## src/rtl/core/isr_pkg.sv

```systemverilog
// ----------------------------------------------------------------------------
// isr_pkg
// shared types and constants for the interval set tracker
// ----------------------------------------------------------------------------
package isr_pkg;

  localparam int COORD_BITS = 16;
  localparam int CAPACITY   = 16;
  localparam int IDX_W      = $clog2(CAPACITY);
  localparam int CNT_W      = $clog2(CAPACITY + 2);
  localparam int MODE_W     = 3;

  typedef logic [COORD_BITS-1:0] coord_t;
  typedef logic [CNT_W-1:0]      count_t;

  typedef enum logic [MODE_W-1:0] {
    MODE_FILL  = 3'd0,
    MODE_CLEAR = 3'd1,
    MODE_POINT = 3'd2,
    MODE_ANY   = 3'd3,
    MODE_ALL   = 3'd4
  } mode_t;

  typedef enum logic [1:0] {
    ST_IDLE,
    ST_SCAN,
    ST_TAIL,
    ST_FINISH
  } state_t;

  typedef struct packed {
    logic load;
    logic scan;
    logic tail;
    logic finish;
  } cmd_t;

  typedef struct packed {
    logic skip;
    logic scan_done;
    logic out_busy;
  } status_t;

endpackage

```

## src/rtl/core/isr_ctrl.sv

```systemverilog
// ----------------------------------------------------------------------------
// isr_ctrl
// sequencer: load, walk the table, append tail, finish
// ----------------------------------------------------------------------------
module isr_ctrl (
  input  logic             clk,
  input  logic             rst_n,
  input  logic             in_valid,
  output logic             in_stall,
  input  isr_pkg::status_t status,
  output isr_pkg::cmd_t    cmd
);

  isr_pkg::state_t state_r, state_nxt;

  always_ff @(posedge clk) begin
    if (!rst_n) begin
      state_r <= isr_pkg::ST_IDLE;
    end else begin
      state_r <= state_nxt;
    end
  end

  always_comb begin
    state_nxt = state_r;
    case (state_r)
      isr_pkg::ST_IDLE: begin
        if (in_valid) state_nxt = isr_pkg::ST_SCAN;
      end
      isr_pkg::ST_SCAN: begin
        if (status.skip) state_nxt = isr_pkg::ST_FINISH;
        else if (status.scan_done) state_nxt = isr_pkg::ST_TAIL;
      end
      isr_pkg::ST_TAIL: begin
        state_nxt = isr_pkg::ST_FINISH;
      end
      isr_pkg::ST_FINISH: begin
        if (!status.out_busy) state_nxt = isr_pkg::ST_IDLE;
      end
      default: state_nxt = isr_pkg::ST_IDLE;
    endcase
  end

  always_comb begin
    cmd      = '0;
    in_stall = 1'b1;
    case (state_r)
      isr_pkg::ST_IDLE: begin
        // nothing is taken while reset is held
        in_stall = !rst_n;
        cmd.load = in_valid && rst_n;
      end
      isr_pkg::ST_SCAN:   cmd.scan   = !status.skip && !status.scan_done;
      isr_pkg::ST_TAIL:   cmd.tail   = 1'b1;
      isr_pkg::ST_FINISH: cmd.finish = !status.out_busy;
      default: ;
    endcase
  end

endmodule

```

## src/rtl/core/isr_dpath.sv

```systemverilog
// ----------------------------------------------------------------------------
// isr_dpath
// double-banked interval table, one entry per scan step, result register
// ----------------------------------------------------------------------------
module isr_dpath (
  input  logic                                 clk,
  input  logic                                 rst_n,
  input  isr_pkg::cmd_t                        cmd,
  output isr_pkg::status_t                     status,
  input  logic [isr_pkg::MODE_W-1:0]           in_mode,
  input  logic [isr_pkg::COORD_BITS-1:0]       in_low_bound,
  input  logic [isr_pkg::COORD_BITS-1:0]       in_high_bound,
  output logic                                 out_valid,
  input  logic                                 out_stall,
  output logic                                 out_answer,
  output logic                                 out_full_res
);

  isr_pkg::coord_t st_r [2][isr_pkg::CAPACITY];
  isr_pkg::coord_t en_r [2][isr_pkg::CAPACITY];
  logic            bank_r;
  isr_pkg::count_t cnt_r, i_r, n_r;
  logic [isr_pkg::MODE_W-1:0] mode_r;
  isr_pkg::coord_t lo_r, hi_r, ms_r, me_r;
  logic            placed_r, split_r, ans_r;
  logic            out_valid_r, answer_r, full_r;

  isr_pkg::coord_t s, e, ws, we;
  logic            emit, adv, empty, wr, fits;

  assign s     = st_r[bank_r][i_r[isr_pkg::IDX_W-1:0]];
  assign e     = en_r[bank_r][i_r[isr_pkg::IDX_W-1:0]];
  assign empty = !(lo_r < hi_r);
  assign wr    = (mode_r == isr_pkg::MODE_FILL || mode_r == isr_pkg::MODE_CLEAR) && !empty;
  assign fits  = n_r <= isr_pkg::count_t'(isr_pkg::CAPACITY);

  always_comb begin
    status.scan_done = i_r == cnt_r;
    status.out_busy  = out_valid_r && out_stall;
    case (mode_r)
      isr_pkg::MODE_POINT:                        status.skip = 1'b0;
      isr_pkg::MODE_FILL, isr_pkg::MODE_CLEAR,
      isr_pkg::MODE_ANY, isr_pkg::MODE_ALL:       status.skip = empty;
      default:                                    status.skip = 1'b1;
    endcase
  end

  // per-entry decision
  always_comb begin
    emit = 1'b0;
    adv  = 1'b1;
    ws   = s;
    we   = e;
    if (cmd.tail) begin
      adv  = 1'b0;
      emit = (mode_r == isr_pkg::MODE_FILL) && !placed_r;
      ws   = ms_r;
      we   = me_r;
    end else if (mode_r == isr_pkg::MODE_FILL) begin
      if (e < lo_r) begin
        emit = 1'b1;
      end else if (s > hi_r) begin
        emit = 1'b1;
        if (!placed_r) begin
          ws  = ms_r;
          we  = me_r;
          adv = 1'b0;
        end
      end
    end else if (mode_r == isr_pkg::MODE_CLEAR) begin
      if (e <= lo_r || s >= hi_r) begin
        emit = 1'b1;
      end else if (s < lo_r && !split_r) begin
        emit = 1'b1;
        we   = lo_r;
        adv  = !(e > hi_r);
      end else if (e > hi_r) begin
        emit = 1'b1;
        ws   = hi_r;
      end
    end
  end

  always_ff @(posedge clk) begin
    if (cmd.load) begin
      mode_r   <= in_mode;
      lo_r     <= in_low_bound;
      hi_r     <= in_high_bound;
      ms_r     <= in_low_bound;
      me_r     <= in_high_bound;
      i_r      <= '0;
      n_r      <= '0;
      placed_r <= 1'b0;
      split_r  <= 1'b0;
      ans_r    <= 1'b0;
    end else if (cmd.scan || cmd.tail) begin
      if (emit) begin
        n_r <= n_r + 1'b1;
        if (n_r < isr_pkg::count_t'(isr_pkg::CAPACITY)) begin
          st_r[~bank_r][n_r[isr_pkg::IDX_W-1:0]] <= ws;
          en_r[~bank_r][n_r[isr_pkg::IDX_W-1:0]] <= we;
        end
      end
      if (adv) i_r <= i_r + 1'b1;
      if (cmd.scan) begin
        case (mode_r)
          isr_pkg::MODE_FILL: begin
            if (!(e < lo_r) && s > hi_r) begin
              placed_r <= 1'b1;
            end else if (!(e < lo_r)) begin
              if (s < ms_r) ms_r <= s;
              if (e > me_r) me_r <= e;
            end
          end
          isr_pkg::MODE_CLEAR: split_r <= !adv;
          isr_pkg::MODE_POINT: if (s <= lo_r && lo_r < e) ans_r <= 1'b1;
          isr_pkg::MODE_ANY:   if (s < hi_r && e > lo_r) ans_r <= 1'b1;
          isr_pkg::MODE_ALL:   if (s <= lo_r && e >= hi_r) ans_r <= 1'b1;
          default: ;
        endcase
      end
    end
  end

  // commit by bank swap, result register
  always_ff @(posedge clk) begin
    if (!rst_n) begin
      bank_r      <= 1'b0;
      cnt_r       <= '0;
      out_valid_r <= 1'b0;
    end else begin
      if (cmd.finish) begin
        out_valid_r <= 1'b1;
        if (wr && fits) begin
          bank_r <= ~bank_r;
          cnt_r  <= n_r;
        end
      end else if (out_valid_r && !out_stall) begin
        out_valid_r <= 1'b0;
      end
    end
  end

  always_ff @(posedge clk) begin
    if (cmd.finish) begin
      answer_r <= ans_r && !status.skip;
      full_r   <= wr && !fits;
    end
  end

  assign out_valid    = out_valid_r;
  assign out_answer   = answer_r;
  assign out_full_res = full_r;

endmodule

```

## src/rtl/core/interval_set_tracker_top.sv

```systemverilog
// ----------------------------------------------------------------------------
// interval_set_tracker_top
// sorted table of disjoint half-open intervals with fill, clear and queries
// ----------------------------------------------------------------------------
//  channel  direction  handshake           payload
//  in       input      in_valid/in_stall   in_mode, in_low_bound, in_high_bound
//  out      output     out_valid/out_stall out_answer, out_full_res
//
//  one word at a time; the table walk touches one stored entry per cycle
//  a word is loaded, then the walk visits each stored entry, holding on the
//  entry where a fill places its range or a clear splits it, then the tail
//  and finish steps follow; empty ranges and unused modes skip walk and tail
//  reset leaves the table empty, no clearing pass
//  in_stall is high while a word is in flight; a waiting result holds the
//  finish step only, the next word can be taken before it is delivered
// ----------------------------------------------------------------------------
module interval_set_tracker_top (
  input  logic                           clk,
  input  logic                           rst_n,
  input  logic                           in_valid,
  output logic                           in_stall,
  input  logic [isr_pkg::MODE_W-1:0]     in_mode,
  input  logic [isr_pkg::COORD_BITS-1:0] in_low_bound,
  input  logic [isr_pkg::COORD_BITS-1:0] in_high_bound,
  output logic                           out_valid,
  input  logic                           out_stall,
  output logic                           out_answer,
  output logic                           out_full_res
);

  // command and status between sequencer and datapath
  isr_pkg::cmd_t    cmd;
  isr_pkg::status_t status;

  isr_ctrl u_ctrl (
    .clk      (clk),
    .rst_n    (rst_n),
    .in_valid (in_valid),
    .in_stall (in_stall),
    .status   (status),
    .cmd      (cmd)
  );

  isr_dpath u_dpath (
    .clk           (clk),
    .rst_n         (rst_n),
    .cmd           (cmd),
    .status        (status),
    .in_mode       (in_mode),
    .in_low_bound  (in_low_bound),
    .in_high_bound (in_high_bound),
    .out_valid     (out_valid),
    .out_stall     (out_stall),
    .out_answer    (out_answer),
    .out_full_res  (out_full_res)
  );

  // an accepted word keeps the input side stalled next cycle
  a_busy_after_accept: assert property (@(posedge clk) disable iff (!rst_n)
    (in_valid && !in_stall) |=> in_stall)
    else $error("input taken while busy");

  // finishing always presents a result
  a_finish_shows: assert property (@(posedge clk) disable iff (!rst_n)
    cmd.finish |=> out_valid)
    else $error("finish without result");

  // a full flag never comes with a query answer
  a_full_excl: assert property (@(posedge clk) disable iff (!rst_n)
    out_valid |-> !(out_full_res && out_answer))
    else $error("full flag with answer");

  // only one command at a time
  a_one_cmd: assert property (@(posedge clk) disable iff (!rst_n)
    $onehot0({cmd.load, cmd.scan, cmd.tail, cmd.finish}))
    else $error("overlapping commands");

endmodule

```

## config.mk

```make
export PLATFORM = sky130hd
export DESIGN_NAME = interval_set_tracker_top
export DESIGN_NICKNAME = d
export VERILOG_FILES = /design/src/rtl/core/isr_pkg.sv /design/src/rtl/core/isr_ctrl.sv /design/src/rtl/core/isr_dpath.sv /design/src/rtl/core/interval_set_tracker_top.sv
export SDC_FILE = /design/constraint.sdc
export NUM_CORES = 1
export LEC_CHECK = 0
export BUFFER_PORTS_ARGS = -buffer_cell sky130_fd_sc_hd__buf_2
export CORE_MARGIN = 4
export CORE_UTILIZATION = 45
export DETAILED_ROUTE_END_ITERATION = 8
export GPL_ROUTABILITY_DRIVEN = 0
export PLACE_DENSITY = 0.6
export SLEW_MARGIN = 20
export SYNTH_ARGS = -nofsm -noshare
export SYNTH_HDL_FRONTEND = slang
export SYNTH_SLANG_ARGS = --single-unit
export TNS_END_PERCENT = 30
```

## constraint.sdc

```tcl
create_clock -name clk -period 18.8 [get_ports clk]
set_clock_uncertainty 0.15 [all_clocks]
set_input_delay 0.94 -clock clk [delete_from_list [all_inputs] [get_ports clk]]
set_output_delay 0.94 -clock clk [all_outputs]
set_load 0.1 [all_outputs]
```

Yosys cells after proc, flatten, opt, wreduce, memory -nomap -nowiden

Memory sizes are Yosys's and may differ from the RTL's. A register that Yosys moved wholly into a read port is not among the register bits.
Index checks and enable logic that the tools add are counted.
Widths: inputs -> output; s select.

Logic and storage cells: 188
Output and inout bits: 4
Memories: 2
Bits in writable memories: 1024
Register bits after elaboration: 91
Input port bits: 39

Memories:

| memory       | depth | bits a word | read ports | clocked after Yosys merged registers in | write ports | RTL line        | source |
|---|---|---|---|---|---|---|---|
| u_dpath.en_r | 2     | 256         | 1          | 1                                       | 1           | isr_dpath.sv:20 | `isr_pkg::coord_t en_r [2][isr_pkg::CAPACITY];` |
| u_dpath.st_r | 2     | 256         | 1          | 1                                       | 1           | isr_dpath.sv:19 | `isr_pkg::coord_t st_r [2][isr_pkg::CAPACITY];` |

Muxes and demuxes: 81
Add/sub/neg operators: 2
Bitwise logic cells: 3
Reductions and logical operators: 49
Equality and inequality tests: 16
Order comparisons: 19

Operator list:

| cell                | count |
|---|---|
| $mux 16             | 36 |
| $mux 256            | 1 |
| $bmux 16 s4         | 2 |
| $lt 16x16->1        | 6 |
| $demux 16 s4        | 1 |
| $gt 16x16->1        | 4 |
| $mux 1              | 34 |
| $ge 16x16->1        | 2 |
| $le 16x16->1        | 2 |
| $reduce_and 6->1    | 3 |
| $logic_and 1x1->1   | 15 |
| $logic_not 1->1     | 12 |
| $reduce_bool 2->1   | 6 |
| $add 5x1->5 const B | 2 |
| $ge 5x5->1 const B  | 2 |
| $not 4->5           | 2 |
| $mux 2              | 4 |
| $ne 2x2->1 const B  | 4 |
| $pmux 2 s4          | 1 |
| $eq 3x2->1 const B  | 2 |
| $ne 2x1->1 const B  | 3 |
| $reduce_and 2->1    | 3 |
| $reduce_and 3->1    | 2 |
| $eq 5x5->1          | 1 |
| other kinds (17)    | 20 |

Longest topological paths before layout

Gate-level depths: netlist of run 1.

Depth in word-level cells: 15
Mapped depth: 18
Gate-level depth less buffers: 14

Cells and area by module

From an unflattened synthesis of run 1, not the netlist that was laid out.

Cells, all modules: 2428
Area, all modules: 46691.0 um^2

By module, submodules not included:

| module    | area each (um^2) | times used | cells an instance | sequential area each (um^2) |
|---|---|---|---|---|
| isr_dpath | 46483.3          | 1          | 2404              | 33241.9 |
| isr_ctrl  | 207.7            | 1          | 24                | 40.0 |

Least setup slack after synthesis of run 1

No wires, ideal clock.

Path kind: register -> register
Start: reg (tool-made name)
End: mem u_dpath.st_r[0][0] (netlist bit) (data pin)
Data required time: 18.183 ns
Buffers on the path: 4
Stages on the path, launching flop included: 17
Arrival: 5.493 ns
Path slack: 12.689 ns
Setup time: 0.467 ns
Cells stage by stage: dfxtp_1 buf_2 buf_6 buf_2 mux4_2 mux4_2 mux2_2 ha_1 a21oi_1 o221ai_1 a221o_1 a2111oi_1 nor2b_1 nand4_2 buf_4 nor2_1 o31ai_1

RTL lines:

| what          | RTL line |
|---|---|
| end, declared | isr_dpath.sv:19 |

==> results.py, run 1 <==
metrics = {
    "power": {
        "pwr_density_cell_nw_per_um2": 128,
        "power.static_leakage_uw": 0.0168,
        "max-vdd-ir-drop_v": 0.0000843,
    },
    "setup_path": {
        "critical_path.n_buffers_inverters": 3,
        "cp_data_arrival_time_ns": 9.22,
        "worst_path_fanout_max": 100,
        "cp-start-kind": "flop",
        "max_stage_delay_ns": 0.84,
        "critical_path.slowest_cell": "dfxtp_4",
        "critical_path_required_ns": 18.96,
        "worst_path_dominant_cell_family": "simple AND/OR/NAND/NOR gates",
        "endpoint_kind_of_the_worst_setup_timing_path": "flop",
        "setup.worst_path.class": "flop to flop",
        "critical_path.cell_chain": "buf_12, buf_4, mux4_2, mux4_2, mux2_2, ha_1, nand4_1, nor4_1, a41o_1, nor4_2, nor3b_1, a22oi_2, nand2_1, nor2_4, buf_4",
    },
    "layout": {
        "syn2layout_area_growth_pct": 12.7,
        "finalNetCount": 2664,
        "stdcell_area_um2": 52100,
        "num_antenna_cells": 0,
        "drive_gt1_share_pct": 26.3,
    },
    "timing": {
        "tightest_slew_ns": 1.14,
        "finalHoldViolations": 0,
        "finalWorstSetupSlack_ns": 9.74,
        "post_layout_minimum_cycle_time_ns": 9.06,
        "max_frequency_mhz": 110,
        "setup-tns-final_ns": 0,
        "share_of_the_cycle_needed_by_the_critical_path_after_routing_pct": 48.2,
        "setup_viol": 0,
        "slew_headroom_pct": 23.5,
        "rsz0062_at_grt": "no",
        "final-max-slew-violation-count": 0,
    },
    "synthesis": {
        "synth.top_cells.by_area": "edfxtp_1 (71%), mux4_2 (14%), ha_1 (3.2%), dfxtp_1 (1.0%), o22ai_1 (0.88%)",
        "synth.cells.most_frequent": "edfxtp_1 (1093), mux4_2 (288), ha_1 (120)",
        "netlist.area_leader.share_pct": 71.0,
        "postSynth.asyncResetShare_pct": 0,
        "netlist_area_um2": 46200,
        "synthesis.instances": 2382,
        "synth_nets": 2541,
        "syn_area_per_cell_um2": 19.4,
        "synth-seq-cells": 1116,
        "library_cell_with_the_largest_summed_area_after_synthesis": "edfxtp_1",
        "synth_cell_types": 71,
        "ys_warn_count": 0,
        "edff_count_synth": 1093,
        "yosys.cell_count.top_type": "edfxtp_1",
        "ys_dominant_reg_cell": "edfxtp_1",
        "ys_seq_area_share_pct": 72.0,
    },
    "status": {
        "outcome": "complete, no violations",
    },
    "placed_design": {
        "place_hpwl_um": 73400,
        "post_dp_area_um2": 48500,
        "place_worst_setup_slack_ns": 9.70,
        "numPortBuffers": 42,
    },
    "clock_tree": {
        "post_cts.resized_instances": 0,
        "clock_sinks": 1116,
        "cts_tree": "done",
        "htree_num_levels": 3,
        "cts.root.buffer_cell": "clkbuf_16",
        "clkSlewWorstSetupHoldPaths_ns": 0.06,
        "cts_hold_buf": 0,
        "post-cts-setup-buffer-count": 0,
        "clk_latency_ns": 0.70,
        "cts-buffers-inserted": 110,
        "clock_path_buffers": 3,
    },
    "drt": {
        "routed_wirelength_um": 124000,
        "first_iter_violations": 3073,
        "vias_per_cell": 6.14,
        "postRouteAntennaNets": 0,
        "post_drt_wl_per_cell_um": 31.3,
        "via_count": 24300,
        "drc_errors": 0,
        "drt_pre_antenna_iters": 7,
    },
    "floorplan": {
        "chipHeight_um": 328,
        "io-pin-count": 43,
        "fp.dieArea_um2": 108000,
        "die_w_um": 328,
        "fp.coreArea_um2": 102000,
        "row_count": 117,
        "floorplan.initialDensity_pct": 45.4,
    },
    "global_route": {
        "global_route_wire_length_before_repair_um": 178000,
        "grt_pass1_vias": 24600,
        "grt_util_all_layers_pct": 23.1,
        "number_of_antenna_violations_at_the_first_check_in_global_routing": 0,
        "grt_max_degree": 101,
        "grt_overflow_total": 0,
    },
    "flow_run": {
        "maxCapViolations": 0,
    },
    "min_path": {
        "hold_path_class": "input pin to flop",
    },
}
[registers in the layout, summed over array words and instances, names as in the netlist, 2 cells and up, named ones only]
name / cells
u_dpath.lo_r: 16
u_dpath.n_r: 5
u_dpath.i_r: 5
u_dpath.hi_r: 16
u_dpath.me_r: 16
u_dpath.en_r: 512
u_dpath.mode_r: 3
u_dpath.st_r: 512
u_ctrl.state_r: 2
u_dpath.ms_r: 16
u_dpath.cnt_r: 5
[path summary, 6_finish.rpt]
kind                     endpoint              start  depth (start not counted)  slack (ns)
max          u_dpath.st_r[1][199]               flop                         15        9.74
min              u_dpath.hi_r[10]  in_high_bound[10]                          1        0.30
max reg2reg  u_dpath.st_r[1][199]               flop                         15        9.74
min reg2reg         u_dpath.ans_r      u_dpath.ans_r                          2        0.33
[kinds of logic (layout without fill, tap and decap cells)]
| kind of cell | after synthesis | count (layout) | synth area share [%] |
|---|---|---|---|
| flip-flops | 1116 | 1116 | 72.0 |
| adder cells (fa/ha/maj) | 120 | 120 | 3.25 |
| multiplexers | 343 | 343 | 15.3 |
| AND/OR/NAND/NOR | 321 | 321 | 3.58 |
| buffers and inverters | 205 | 413 | 2.01 |
| XOR/XNOR | 9 | 9 | 0.171 |
| AO/OA/AOI/OAI | 268 | 268 | 3.70 |
[report_power, final]
| group | internal [µW] | switching, µW | total [µW] | leakage [µW] |
|---|---|---|---|---|
| Clock | 1190 | 931 | 2120 | 0.00170 |
| Sequential | 3180 | 48.2 | 3230 | 0.0100 |
| Combinational | 396 | 911 | 1310 | 0.00510 |
[stage by stage]
stage | total power (µW) | hold slack [ns] | std cells | util, %
floorplan | 4070 | 0.279 | 2382 | -
global placement | 4500 | 0.295 | 3760 | 47.6
detailed placement | 4560 | 0.300 | 3761 | 47.6
CTS | 6660 | 0.256 | 3958 | 51.0
global route | 6910 | 0.276 | 3958 | 51.1
finish | 6660 | 0.298 | 3958 | 51.1
[area by class of cell]
type                    count  area [µm²]
clock buffers             135        2860
repair buffers            122         835
flip-flops and latches   1116       33300
inverters                  94         354
well taps                1368        1710
clock inverters            62         612
multi-input cells        1061       12500
fillers                  8110       49800
[cell usage in the layout, fill, tap and decap left out, drive strengths merged, types with 4 or more instances in the layout]
cell / netlist / final
nand4: 36 / 36
nor2: 95 / 95
nor4: 23 / 23
o21ai: 67 / 67
nand3: 16 / 16
clkinv: 0 / 50
a21oi: 58 / 58
mux2: 16 / 16
a21o: 14 / 14
mux4: 288 / 288
nand2: 76 / 76
nor2b: 15 / 15
clkbuf: 48 / 135
inv: 94 / 96
and2: 7 / 7
buf: 63 / 122
ha: 120 / 120
xnor2: 4 / 4
a22oi: 17 / 17
dfxtp: 23 / 23
or3: 5 / 5
nand3b: 5 / 5
edfxtp: 1093 / 1093
o21a: 4 / 4
o22ai: 65 / 65
nor3: 9 / 9
o31ai: 6 / 6
bufinv: 0 / 8
xor2: 5 / 5
a211oi: 4 / 4
nand2b: 5 / 5
a221oi: 4 / 4
and3: 18 / 18
mux2i: 39 / 39
[per-layer routing]
metal  share of wire, %  track usage, %  vias to the layer above
met5                  0               0                        -
met4                2.5            6.38                        0
met3                9.4            4.79                      170
met2                 46            35.4                     1179
met1                 42            34.0                    12900
li1                   -               -                    10100
Note: power is estimated with default switching activity, not from simulation.
==> inputs of run 2 (changes only) <==
==> constraint.sdc (replaced) <==
create_clock -name clk -period 8.7 [get_ports clk]
set_clock_uncertainty 0.15 [all_clocks]
set_input_delay 0.435 -clock clk [delete_from_list [all_inputs] [get_ports clk]]
set_output_delay 0.435 -clock clk [all_outputs]
set_load 0.1 [all_outputs]
==> results.py, run 2 (same netlist as run 1, synthesis figures left out) <==
metrics = {
    "status": {
        "outcome": "complete, no violations",
    },
    "clock_tree": {
        "cts-buffers-inserted": 109,
        "htree_num_levels": 3,
        "clk_latency_ns": 0.69,
        "cts_tree": "done",
        "cts.root.buffer_cell": "clkbuf_16",
        "clock_sinks": 1116,
        "clkSlewWorstSetupHoldPaths_ns": 0.06,
        "clock_path_buffers": 3,
        "post_cts.resized_instances": 0,
    },
    "global_route": {
        "grt_overflow_total": 0,
        "grt_util_all_layers_pct": 22.0,
        "grt_pass1_vias": 24500,
        "number_of_antenna_violations_at_the_first_check_in_global_routing": 3,
        "grt_max_degree": 66,
        "global_route_wire_length_before_repair_um": 173000,
    },
    "drt": {
        "post_drt_wl_per_cell_um": 29.5,
        "first_iter_violations": 2903,
        "routed_wirelength_um": 118000,
        "via_count": 24300,
        "drc_errors": 0,
        "vias_per_cell": 6.05,
        "postRouteAntennaNets": 0,
        "drt_pre_antenna_iters": 8,
    },
    "timing": {
        "tightest_slew_ns": 1.10,
        "setup-tns-final_ns": 0,
        "post_layout_minimum_cycle_time_ns": 7.36,
        "max_frequency_mhz": 136,
        "rsz0062_at_grt": "no",
        "final-max-slew-violation-count": 0,
        "finalHoldWorstSlack_ns": 0.224,
        "share_of_the_cycle_needed_by_the_critical_path_after_routing_pct": 84.6,
        "slew_headroom_pct": 27.0,
        "finalHoldViolations": 0,
        "setup_viol": 0,
    },
    "floorplan": {
        "chipHeight_um": 328,
        "io-pin-count": 43,
        "row_count": 117,
        "die_w_um": 328,
        "fp.dieArea_um2": 108000,
        "fp.coreArea_um2": 102000,
        "floorplan.initialDensity_pct": 45.4,
    },
    "setup_path": {
        "cp_data_arrival_time_ns": 7.58,
        "endpoint_kind_of_the_worst_setup_timing_path": "flop",
        "r2r_slack_ns": 1.34,
        "setup.worst_path.class": "flop to flop",
        "critical_path_required_ns": 8.92,
        "cp-start-kind": "flop",
        "worst_path_fanout_max": 44,
    },
    "placed_design": {
        "numPortBuffers": 42,
        "place_hpwl_um": 76200,
        "dp.cells": 3770,
    },
    "min_path": {
        "hold_path_class": "input pin to flop",
    },
    "layout": {
        "drive_gt1_share_pct": 26.1,
        "syn2layout_area_growth_pct": 13.9,
        "finalCoreUtilization_pct": 51.7,
        "final-instance-count-excl-fill": 4006,
        "final_cell_mix": "edfxtp_1 (1093), mux4_2 (288), ha_1 (120), clkbuf_16 (109), inv_1 (87)",
        "finalNetCount": 2710,
        "num_antenna_cells": 0,
        "layout.cells.most_common": "edfxtp_1",
    },
    "power": {
        "max-vdd-ir-drop_v": 0.000169,
        "pwr_density_cell_nw_per_um2": 278,
        "power.static_leakage_uw": 0.0171,
    },
    "flow_run": {
        "maxCapViolations": 0,
    },
}
==> run 2: cell types whose count changed in the layout (fill, tap and decap cells not counted), moves of 3 or more <==
cell / before / now
buf_12: 1 / 19
buf_4: 77 / 70
clkbuf_1: 24 / 21
dlygate4sd3_1: 0 / 38
a21oi_2: 9 / 16
o21ai_2: 4 / 8
a21oi_4: 7 / 0
clkinvlp_4: 2 / 6
o21ai_4: 11 / 7
==> run 2: area by class of cell <==
cell class	count	area (µm²)
Clock buffer	131	2820
Tap cell	1368	1710
Multi-Input combinational cell	1061	12400
Clock inverter	67	631
Fill cell	8074	49200
Timing Repair Buffer	169	1500
Inverter	94	354
Sequential cell	1116	33300
==> run 2: stage by stage <==
step	total power [µW]	area, µm²	setup WS [ns]
after global routing	15200	52700	0.975
after floorplan	8800	46200	2.59
final	14600	52700	1.34
after detailed placement	10100	48800	1.36
after CTS	14700	52600	1.34
after global placement	10000	48800	1.47
==> run 2: worst paths after layout <==
| kind | start | to | depth (start not counted) |
|---|---|---|---|
| worst max-delay path | u_dpath.i_r[1] | u_dpath.en_r[1][5] | 16 |
| worst min-delay path | in_valid | u_ctrl.state_r[1] | 5 |
| worst max register to register | u_dpath.i_r[1] | u_dpath.en_r[1][5] | 16 |
| worst min register to register | u_dpath.ans_r | u_dpath.ans_r | 2 |
==> run 2: power breakdown <==
part           internal [µW]  total, µW  leakage, µW  switching (µW)
Combinational            905       3080      0.00534            2170
Clock                   2580       4580      0.00168            2000
Sequential              6880       6970       0.0100            93.0
Total                  10400      14600       0.0171            4270
==> run 2: routing by layer <==
layer  GRT usage (%)  wire [µm]  vias up
met5               0          0        -
met1            33.1      51500    12800
li1                -          -    10200
met4            6.29       3140        0
met2            33.9      54800     1074
met3            3.16       8920      189
==> run 2: what timing repair did <==
item | 4_1_cts | 5_1_grt
setup endpoints to repair | 0 | 0
setup buffers | 0 | 0
endpoints found under the hold margin | 75 | 0
hold buffers | 38 | 0
==> run 2: worst max-delay path, cell delays in order, from the launching register on <==
cell and delay (ns):
dfxtp_4 0.92, or3_1 0.68, o22ai_1 0.27, nor4_1 0.82
inv_1 0.20, ha_1 0.40, nand4_4 0.17, nor4_4 0.37
a21boi_4 0.27, o31ai_2 0.10, buf_4 0.24, a311o_1 0.39
a22oi_2 0.15, buf_4 0.27, nand2_1 0.50, nor2_4 0.87
buf_12 0.25
